===== src/design/u8sd_pkg.sv =====
`timescale 1ns / 1ps

package u8sd_pkg;

    localparam int CP_W   = 31;
    localparam int BYTE_W = 8;
    localparam int CNT_W  = 3;

    typedef logic [CP_W-1:0]   t_cp;
    typedef logic [BYTE_W-1:0] t_byte;
    typedef logic [CNT_W-1:0]  t_cnt;

    typedef enum logic [1:0] {
        ERR_NONE = 2'd0,
        ERR_LEAD = 2'd1,
        ERR_CONT = 2'd2
    } t_err;

    typedef struct packed {
        t_cp  code_point;
        t_err error_kind;
        logic string_end;
    } t_result;

    // Lead and continuation byte patterns: mask, match value and payload mask
    localparam t_byte LEAD2_MASK = 8'hE0;
    localparam t_byte LEAD2_CODE = 8'hC0;
    localparam t_byte LEAD2_BITS = 8'h1F;
    localparam t_byte LEAD3_MASK = 8'hF0;
    localparam t_byte LEAD3_CODE = 8'hE0;
    localparam t_byte LEAD3_BITS = 8'h0F;
    localparam t_byte LEAD4_MASK = 8'hF8;
    localparam t_byte LEAD4_CODE = 8'hF0;
    localparam t_byte LEAD4_BITS = 8'h07;
    localparam t_byte LEAD5_MASK = 8'hFC;
    localparam t_byte LEAD5_CODE = 8'hF8;
    localparam t_byte LEAD5_BITS = 8'h03;
    localparam t_byte LEAD6_MASK = 8'hFE;
    localparam t_byte LEAD6_CODE = 8'hFC;
    localparam t_byte LEAD6_BITS = 8'h01;
    localparam t_byte CONT_MASK  = 8'hC0;
    localparam t_byte CONT_CODE  = 8'h80;
    localparam t_byte CONT_BITS  = 8'h3F;

    localparam t_cnt MAX_REMAINING = 3'd5;

endpackage


===== src/design/u8sd_in_reg.sv =====
`timescale 1ns / 1ps

module u8sd_in_reg (
    input  logic            i_clk,
    input  logic            i_rst_n,
    input  logic            i_valid,
    output logic            o_ready,
    input  u8sd_pkg::t_byte i_byte,
    output logic            o_valid,
    input  logic            i_ready,
    output u8sd_pkg::t_byte o_byte
);

    logic            r_valid;
    u8sd_pkg::t_byte r_byte;

    // refill whenever the held item leaves or the stage is empty
    assign o_ready = !r_valid || i_ready;
    assign o_valid = r_valid;
    assign o_byte  = r_byte;

    always_ff @(posedge i_clk) begin
        if (!i_rst_n) begin
            r_valid <= 1'b0;
        end else if (o_ready) begin
            r_valid <= i_valid;
        end
    end

    always_ff @(posedge i_clk) begin
        if (o_ready && i_valid) begin
            r_byte <= i_byte;
        end
    end

endmodule


===== src/design/u8sd_step.sv =====
`timescale 1ns / 1ps

module u8sd_step (
    input  logic              i_clk,
    input  logic              i_rst_n,
    input  logic              i_advance,
    input  u8sd_pkg::t_byte   i_byte,
    output logic              o_res_valid,
    output u8sd_pkg::t_result o_res
);

    u8sd_pkg::t_cp  r_partial;
    u8sd_pkg::t_cnt r_remaining;
    u8sd_pkg::t_cp  n_partial;
    u8sd_pkg::t_cnt n_remaining;
    u8sd_pkg::t_cp  shifted;

    assign shifted = {r_partial[u8sd_pkg::CP_W-7:0], i_byte[5:0]};

    always_comb begin
        n_partial   = r_partial;
        n_remaining = r_remaining;
        o_res_valid = 1'b0;
        o_res       = '0;
        if (r_remaining != '0) begin
            if ((i_byte & u8sd_pkg::CONT_MASK) != u8sd_pkg::CONT_CODE) begin
                // drop the byte and the open sequence
                n_partial         = '0;
                n_remaining       = '0;
                o_res_valid       = 1'b1;
                o_res.error_kind  = u8sd_pkg::ERR_CONT;
            end else begin
                n_remaining = r_remaining - 3'd1;
                if (r_remaining == 3'd1) begin
                    n_partial        = '0;
                    o_res_valid      = 1'b1;
                    o_res.code_point = shifted;
                end else begin
                    n_partial = shifted;
                end
            end
        end else if (!i_byte[7]) begin
            o_res_valid      = 1'b1;
            o_res.code_point = u8sd_pkg::t_cp'(i_byte);
            o_res.string_end = (i_byte == '0);
        end else if ((i_byte & u8sd_pkg::LEAD2_MASK) == u8sd_pkg::LEAD2_CODE) begin
            n_partial   = u8sd_pkg::t_cp'(i_byte & u8sd_pkg::LEAD2_BITS);
            n_remaining = 3'd1;
        end else if ((i_byte & u8sd_pkg::LEAD3_MASK) == u8sd_pkg::LEAD3_CODE) begin
            n_partial   = u8sd_pkg::t_cp'(i_byte & u8sd_pkg::LEAD3_BITS);
            n_remaining = 3'd2;
        end else if ((i_byte & u8sd_pkg::LEAD4_MASK) == u8sd_pkg::LEAD4_CODE) begin
            n_partial   = u8sd_pkg::t_cp'(i_byte & u8sd_pkg::LEAD4_BITS);
            n_remaining = 3'd3;
        end else if ((i_byte & u8sd_pkg::LEAD5_MASK) == u8sd_pkg::LEAD5_CODE) begin
            n_partial   = u8sd_pkg::t_cp'(i_byte & u8sd_pkg::LEAD5_BITS);
            n_remaining = 3'd4;
        end else if ((i_byte & u8sd_pkg::LEAD6_MASK) == u8sd_pkg::LEAD6_CODE) begin
            n_partial   = u8sd_pkg::t_cp'(i_byte & u8sd_pkg::LEAD6_BITS);
            n_remaining = u8sd_pkg::MAX_REMAINING;
        end else begin
            // stray continuation byte, 0xFE or 0xFF
            n_partial        = '0;
            o_res_valid      = 1'b1;
            o_res.error_kind = u8sd_pkg::ERR_LEAD;
        end
    end

    always_ff @(posedge i_clk) begin
        if (!i_rst_n) begin
            r_partial   <= '0;
            r_remaining <= '0;
        end else if (i_advance) begin
            r_partial   <= n_partial;
            r_remaining <= n_remaining;
        end
    end

    a_remaining_range: assert property (@(posedge i_clk) disable iff (!i_rst_n)
        r_remaining <= u8sd_pkg::MAX_REMAINING)
        else $error("continuation count out of range");

    a_idle_clear: assert property (@(posedge i_clk) disable iff (!i_rst_n)
        (r_remaining == '0) |-> (r_partial == '0))
        else $error("partial value not cleared in idle");

    a_error_clean: assert property (@(posedge i_clk) disable iff (!i_rst_n)
        (o_res_valid && o_res.error_kind != u8sd_pkg::ERR_NONE) |->
        (o_res.code_point == '0 && !o_res.string_end))
        else $error("error result carries data");

    a_lead_err_idle: assert property (@(posedge i_clk) disable iff (!i_rst_n)
        (o_res_valid && o_res.error_kind == u8sd_pkg::ERR_LEAD) |-> (r_remaining == '0))
        else $error("lead error raised mid-sequence");

endmodule


===== src/design/u8sd_out_reg.sv =====
`timescale 1ns / 1ps

module u8sd_out_reg (
    input  logic              i_clk,
    input  logic              i_rst_n,
    input  logic              i_valid,
    output logic              o_ready,
    input  u8sd_pkg::t_result i_res,
    output logic              o_valid,
    input  logic              i_ready,
    output u8sd_pkg::t_result o_res
);

    logic              r_valid;
    u8sd_pkg::t_result r_res;

    assign o_ready = !r_valid || i_ready;
    assign o_valid = r_valid;
    assign o_res   = r_res;

    always_ff @(posedge i_clk) begin
        if (!i_rst_n) begin
            r_valid <= 1'b0;
        end else if (o_ready) begin
            r_valid <= i_valid;
        end
    end

    always_ff @(posedge i_clk) begin
        if (o_ready && i_valid) begin
            r_res <= i_res;
        end
    end

endmodule


===== src/design/utf8_stream_decoder.sv =====
`timescale 1ns / 1ps

// Channel   Direction  Handshake                  Payload
// input     in         i_in_valid / o_in_ready    i_in_byte
// result    out        o_out_valid / i_out_ready  o_code_point, o_error_kind, o_string_end
//
// One byte per cycle sustained while the result side does not stall; a result
// passes through the input register, then is decoded into the result register.
// Lead bytes update the sequence state and produce no item.
// Reset (i_rst_n low, synchronous) empties both registers and returns the
// decoder to idle with a cleared partial value.
// A stalled result holds the result register; the input register still takes
// a byte while it is empty, and the decode step waits until the result
// register can take its output.

module utf8_stream_decoder (
    input  logic        i_clk,
    input  logic        i_rst_n,
    input  logic        i_in_valid,
    output logic        o_in_ready,
    input  logic [7:0]  i_in_byte,
    output logic        o_out_valid,
    input  logic        i_out_ready,
    output logic [30:0] o_code_point,
    output logic [1:0]  o_error_kind,
    output logic        o_string_end
);

    // input register -> decode
    logic              held_valid;
    u8sd_pkg::t_byte   held_byte;
    // decode -> result register
    logic              res_ready;
    logic              advance;
    logic              step_valid;
    u8sd_pkg::t_result step_res;
    u8sd_pkg::t_result out_res;

    u8sd_in_reg u_in_reg (
        .i_clk   (i_clk),
        .i_rst_n (i_rst_n),
        .i_valid (i_in_valid),
        .o_ready (o_in_ready),
        .i_byte  (i_in_byte),
        .o_valid (held_valid),
        .i_ready (res_ready),
        .o_byte  (held_byte)
    );

    // Consume the held byte only when the result register has room, so a
    // byte that completes a character never has to be parked.
    assign advance = held_valid && res_ready;

    u8sd_step u_step (
        .i_clk       (i_clk),
        .i_rst_n     (i_rst_n),
        .i_advance   (advance),
        .i_byte      (held_byte),
        .o_res_valid (step_valid),
        .o_res       (step_res)
    );

    u8sd_out_reg u_out_reg (
        .i_clk   (i_clk),
        .i_rst_n (i_rst_n),
        .i_valid (advance && step_valid),
        .o_ready (res_ready),
        .i_res   (step_res),
        .o_valid (o_out_valid),
        .i_ready (i_out_ready),
        .o_res   (out_res)
    );

    assign o_code_point = out_res.code_point;
    assign o_error_kind = out_res.error_kind;
    assign o_string_end = out_res.string_end;

endmodule

===== config.mk =====
export PLATFORM = sky130hd
export DESIGN_NAME = utf8_stream_decoder
export DESIGN_NICKNAME = d
export VERILOG_FILES = /design/src/design/u8sd_pkg.sv /design/src/design/u8sd_in_reg.sv /design/src/design/u8sd_step.sv /design/src/design/u8sd_out_reg.sv /design/src/design/utf8_stream_decoder.sv
export SDC_FILE = /design/constraint.sdc
export NUM_CORES = 1
export LEC_CHECK = 0
export ABC_AREA = 1
export BUFFER_PORTS_ARGS = -buffer_cell sky130_fd_sc_hd__clkbuf_2
export CORE_MARGIN = 2
export CORE_UTILIZATION = 50
export CTS_CLUSTER_SIZE = 24
export DETAILED_ROUTE_END_ITERATION = 16
export GPL_TIMING_DRIVEN = 0
export PLACE_DENSITY = 0.73
export SLEW_MARGIN = 20
export SYNTH_ARGS = -nofsm -noshare
export SYNTH_HDL_FRONTEND = slang
export SYNTH_SLANG_ARGS = --single-unit

===== constraint.sdc =====
create_clock -name i_clk -period 2.09 [get_ports i_clk]
set_clock_uncertainty 0.2 [all_clocks]
set_input_delay 0.1045 -clock i_clk [delete_from_list [all_inputs] [get_ports i_clk]]
set_output_delay 0.1045 -clock i_clk [all_outputs]
set_load 0.03 [all_outputs]

; ---- Word level (Yosys, flattened, before mapping)
; Index checks and enable logic that the tools add are counted.
[totals]
reg_bits = 72
inputBits = 12
out_inout_bits = 36
word_cells = 68
[classes]
add_sub_neg = 1
eq_ne = 7
n_mux = 37
n_reduce_logical = 15
[op_table]
columns = cell, n
row1 = 2-to-1 mux 25 bit, 8
row2 = 2-to-1 mux 31 bit, 2
row3 = 2-to-1 mux 33 bit, 1
row4 = 2-to-1 mux 3 bit, 8
row5 = 2-to-1 mux 2 bit, 6
row6 = 2-to-1 mux 1 bit, 11
row7 = zero test 8 bit, 1
row8 = equality test 7 bit (second input constant), 1
row9 = 2-to-1 mux 7 bit, 1
row10 = equality test 6 bit (second input constant), 1
row11 = nonzero test 6 bit, 1
row12 = equality test 5 bit (second input constant), 1
row13 = equality test 4 bit (second input constant), 1
row14 = logical AND 1 bit, 4
row15 = equality test 3 x 1 -> 1 bit (second input constant), 1
row16 = equality test 3 bit (second input constant), 1
row17 = AND reduction 3 bit, 1
row18 = nonzero test 3 bit, 1
row19 = subtractor 3 x 1 -> 3 bit (second input constant), 1
row20 = zero test 1 bit, 2
row21 = logical OR 1 bit, 2
row22 = inequality test 2 bit (second input constant), 1
row23 = AND reduction 2 bit, 1
row24 = nonzero test 2 bit, 1
row25 = OR reduction 2 bit, 1

; ---- Logic depth before layout (Yosys ltp)
[logic_depth]
word_depth = 10
depth_mapped = 11
depth_no_buf = 11

; ---- Cells and area by module
; Synthesis repeated with hierarchy kept, for this count alone.
[unflattened]
cells_unflattened = 307
area_unflattened_um2 = 3012.9
[modules_own_cells]
columns = mod, instances, cells_per_inst, area_per_inst_um2, seq_area_each_um2
row1 = u8sd_step, 1, 247, 1631.6, 560.5
row2 = u8sd_out_reg, 1, 41, 1072.3, 1041.0
row3 = u8sd_in_reg, 1, 15, 291.5, 260.2
row4 = utf8_stream_decoder, 1, 4, 17.5, 0.0

; ---- Worst setup path after synthesis
; No wires, ideal clock.
[synth_path]
kind = flip-flop to flip-flop
startpoint = register u_step.r_remaining[0]
endpoint = register u_out_reg.r_res, in the netlist u_out_reg.o_res[0] (enable)
setup_ps = 389
arrival_ps = 1672
required_ps = 1501
path_slack_ps = -170
stages_incl_launch_ff = 9
n_path_buf = 0
period_less_slack_ps = 2260
cell_sequence = dfxtp_1 -> inv_1 -> ha_1 -> nand2_4 -> inv_8 -> nor2_8 -> nand2_4 -> nand3_1 -> inv_1
[synth_between]
elab_chain_len = 6
word_cells_on_any_way = 7
cone_classes = eq/ne: 1 / mux: 3 / reduce/logical: 3
[synth_lines]
columns = element, line
row1 = from (decl), u8sd_step.sv:13  ; u8sd_pkg::t_cnt r_remaining;
row2 = from (signal assigned), u8sd_step.sv:75  ; r_remaining <= n_remaining;
row3 = equality test 3 x 1 -> 1 bit, u8sd_step.sv:34  ; if (r_remaining == 3'd1) begin
row4 = 2-to-1 mux 1 bit, u8sd_step.sv:34
row5 = 2-to-1 mux 1 bit, u8sd_step.sv:26  ; if ((i_byte & u8sd_pkg::CONT_MASK) != u8sd_pkg::CONT_CODE) begin
row6 = 2-to-1 mux 1 bit (*), u8sd_step.sv:25  ; if (r_remaining != '0) begin
row7 = logical AND 1 bit (*), utf8_stream_decoder.sv:66  ; .i_valid (advance && step_valid),
row8 = logical AND 1 bit (*), u8sd_out_reg.sv:30  ; if (o_ready && i_valid) begin
row9 = to (signal assigned), u8sd_out_reg.sv:31  ; r_res <= i_res;
row10 = to (decl), u8sd_out_reg.sv:15  ; u8sd_pkg::t_result r_res;
; Every way passes the cells marked *; elsewhere a longest branch is shown, timed or not.
; A chain may end at the register's enable or synchronous reset.

; ---- Worst setup path after layout
[layout_path]
startpoint = register u_step.r_remaining[0]
endpoint = register u_out_reg.r_res, in the netlist u_out_reg.o_res[6] (enable)
; Same word-level chain as after synthesis.

==> impl_metrics.yaml <==
outcome:
  status: "completed"
route:
  vias: 2161
  drc: 0
  met3_length_um: 378
  drt_iter0_markers: 136
  wl_met2_mm: 2.897
  ant_nets: 0
  top_layer: "met4"
  firstDrtPassIters: 4
  routed_wl_mm: 5.915
  drt-wirelength-per-cell_um: 13.00
  met1_length_mm: 2.567
  routed_via_density: 4.749
grt:
  grt_overflow: 0
  antenna_found_initial: 0
  grt_pass1_wl_mm: 9.722
  grt_max_degree: 18
  grt_pass1_vias: 2071
  grt_use_total_pct: 19.82
floorplan:
  die_area_um2: 6805
  io_pins: 48
  die_height_um: 82.49
  core_area_um2: 5921
  die_width_um: 82.49
  fp-row-count: 28
  initial_core_util_pct: 52.03
timing:
  worst_slew_pin_slew_ns: 0.7348
  drv_slew: 0
  max_freq_mhz: 514.8
  rsz0062_at_grt: "no"
  final_hold_viol_count: 0
  finalSetupViolCount: 0
  tns_ns: 0
  relSlewSlack_pct: 51.01
  final.min_clock_period_ns: 1.943
  post-route-period-util_pct: 92.94
final_layout:
  final_nets: 390
  fin_cells: 455
  final_cell_area_um2: 3799
  multiInputGateArea_um2: 992.2
  syn2layout_area_growth_pct: 23.31
  regArea_um2: 1864
  drive_gt1_share_pct: 36.05
  fin_util_pct: 64.16
  n_antenna_cell: 0
  nFillCells: 484
synth:
  synth_ff_type: "edfxtp_1"
  synthDistinctLibCells: 27
  syn_nets: 316
  ys_top_cells_by_area: "edfxtp_1 (41%), dfxtp_1 (19%), nand2_1 (6.2%)"
  avgSynthCellArea_um2: 10.23
  synth_area_leader_cell: "edfxtp_1"
  synth_area_um2: 3080
  synth_async_sr_flop_share_pct: 0
  ys_seq_area_share_pct: 60.44
  yosys_register_bits: 72
  synthCells: 301
  yosysMostFrequentCell: "nand2_1"
  netlist.area_leader.share_pct: 40.94
  ys_warn_count: 0
  synth-edff-count: 42
  synthTopCellsByCount: "nand2_1 (51), edfxtp_1 (42), nor2_1 (42)"
setup_path:
  worstPathArrival_ns: 1.81
  crit_path_start_kind: "register"
  critPathCaptureType: "register"
  required_ns: 1.95
  critPathKind: "reg -> reg"
  path_max_fanout: 17
placement:
  io_buffers: 47
  gp_congestion: 0.9024
  place_area_um2: 3421
  dp.cells: 423
  dp_hpwl_mm: 3.896
pwr:
  ir_worst_vdd_v: 0.0004952
  p_leak_uw: 0.001436
  power_density_nw_per_um2: 777.7
clock_tree:
  cts.path.max_buffers: 2
  numCtsBuffers: 9
  path_clk_slew_ns: 0.08
  root_buffer: "clkbuf_8"
  clock-sinks: 72
  clk_latency_ns: 0.35
  htreeDepth: 3
  cts_tree: "yes"
hold_path:
  hp-class: "in -> reg"
run:
  max_cap_violations: 0
## report_power, final
part	total (uW)	leakage (uW)	internal [uW]	switching [uW]
Combinational	344	0.000702	106	238
Sequential	1580	0.000645	1550	23.5
Clock	1030	0.0000888	453	579
## metrics by stage
stage	hold slack, ns	worst slack [ns]	total power [uW]
4_1_cts	0.2081	0.04835	2966
3_3_place_gp	0.08194	-0.2848	1912
2_1_floorplan	0.003369	0.01996	1833
3_5_place_dp	0.08311	-0.3459	1915
6_report	0.1854	0.1475	2954
5_1_grt	0.2734	0.03131	3078
## worst paths after layout
| path | startpoint | end | slack [ns] | cells past startpoint |
|---|---|---|---|---|
| max | u_step.r_remaining[0] | u_out_reg.o_res[6] | 0.15 | 9 |
| min reg2reg | u_step.r_partial[14] | u_step.r_partial[20] | 0.28 | 2 |
| min | i_out_ready | u_in_reg.o_byte[5] | 0.19 | 5 |
| max reg2reg | u_step.r_remaining[0] | u_out_reg.o_res[6] | 0.15 | 9 |
## critical path, cell delays in order, from the launching register on
cell and delay, ns:
dfxtp_1 0.33, inv_1 0.10, ha_2 0.20, nand2_4 0.09, inv_8 0.11, nor2_8 0.04, nand2_4 0.09, nand3_2 0.18
clkinvlp_4 0.14, buf_12 0.15
## registers in the layout, indices dropped and copies added, names as in the netlist
register / count
u_in_reg.o_valid: 1
u_step.r_partial: 25
u_out_reg.o_res: 34
u_step.r_remaining: 3
u_out_reg.o_valid: 1
u_in_reg.o_byte: 8
## kinds of logic after synthesis
kind of cell / synth area share (%)
adders and majority gates: 1.219
DFF: 60.44
buffers and inverters: 8.083
and+or+nand+nor: 22.06
AOI/OAI and AO/OA: 7.920
xor gates and xnor gates: 0.2844
## routing by layer
metal | vias to the layer above | track usage (%)
met1 | 978 | 25.98
met2 | 65 | 31.61
met4 | 0 | 9.344
li1 | 1109 | -
met3 | 9 | 4.022
met5 | - | 0
## cell usage in the layout, fill, tap and decap left out, drive strengths merged, types with 4 or more instances in the layout
master       Yosys  final
nand2           76     76
clkbuf           2     58
inv             44     47
nor2            46     46
edfxtp          42     42
dfxtp           30     30
a21oi           29     29
dlygate4sd3      0     12
nand3           12     12
buf              6      9
clkinvlp         0      4
o21ai            4      4
## layout make-up
cell class                 instances  area share, %
sequential                        72          49.08
multi-input combinational        175          26.12
timing repair buffer              62          10.61
inverter                          46          4.875
clock buffer                       9          3.261
tap                               75          2.470
buffer                             8          1.779
clock inverter                     7          1.614
timing repair inverter             1         0.1976
## timing repair
item                                    4_1_cts  5_1_grt
endpoints found under the setup margin       34        1
resized for setup                             1        5
buffers inserted                              3        0
gates cloned                                  1        0
endpoints found under the hold margin        18        0
hold buffers                                 13        0
Note: power is estimated with default switching activity, not from simulation.
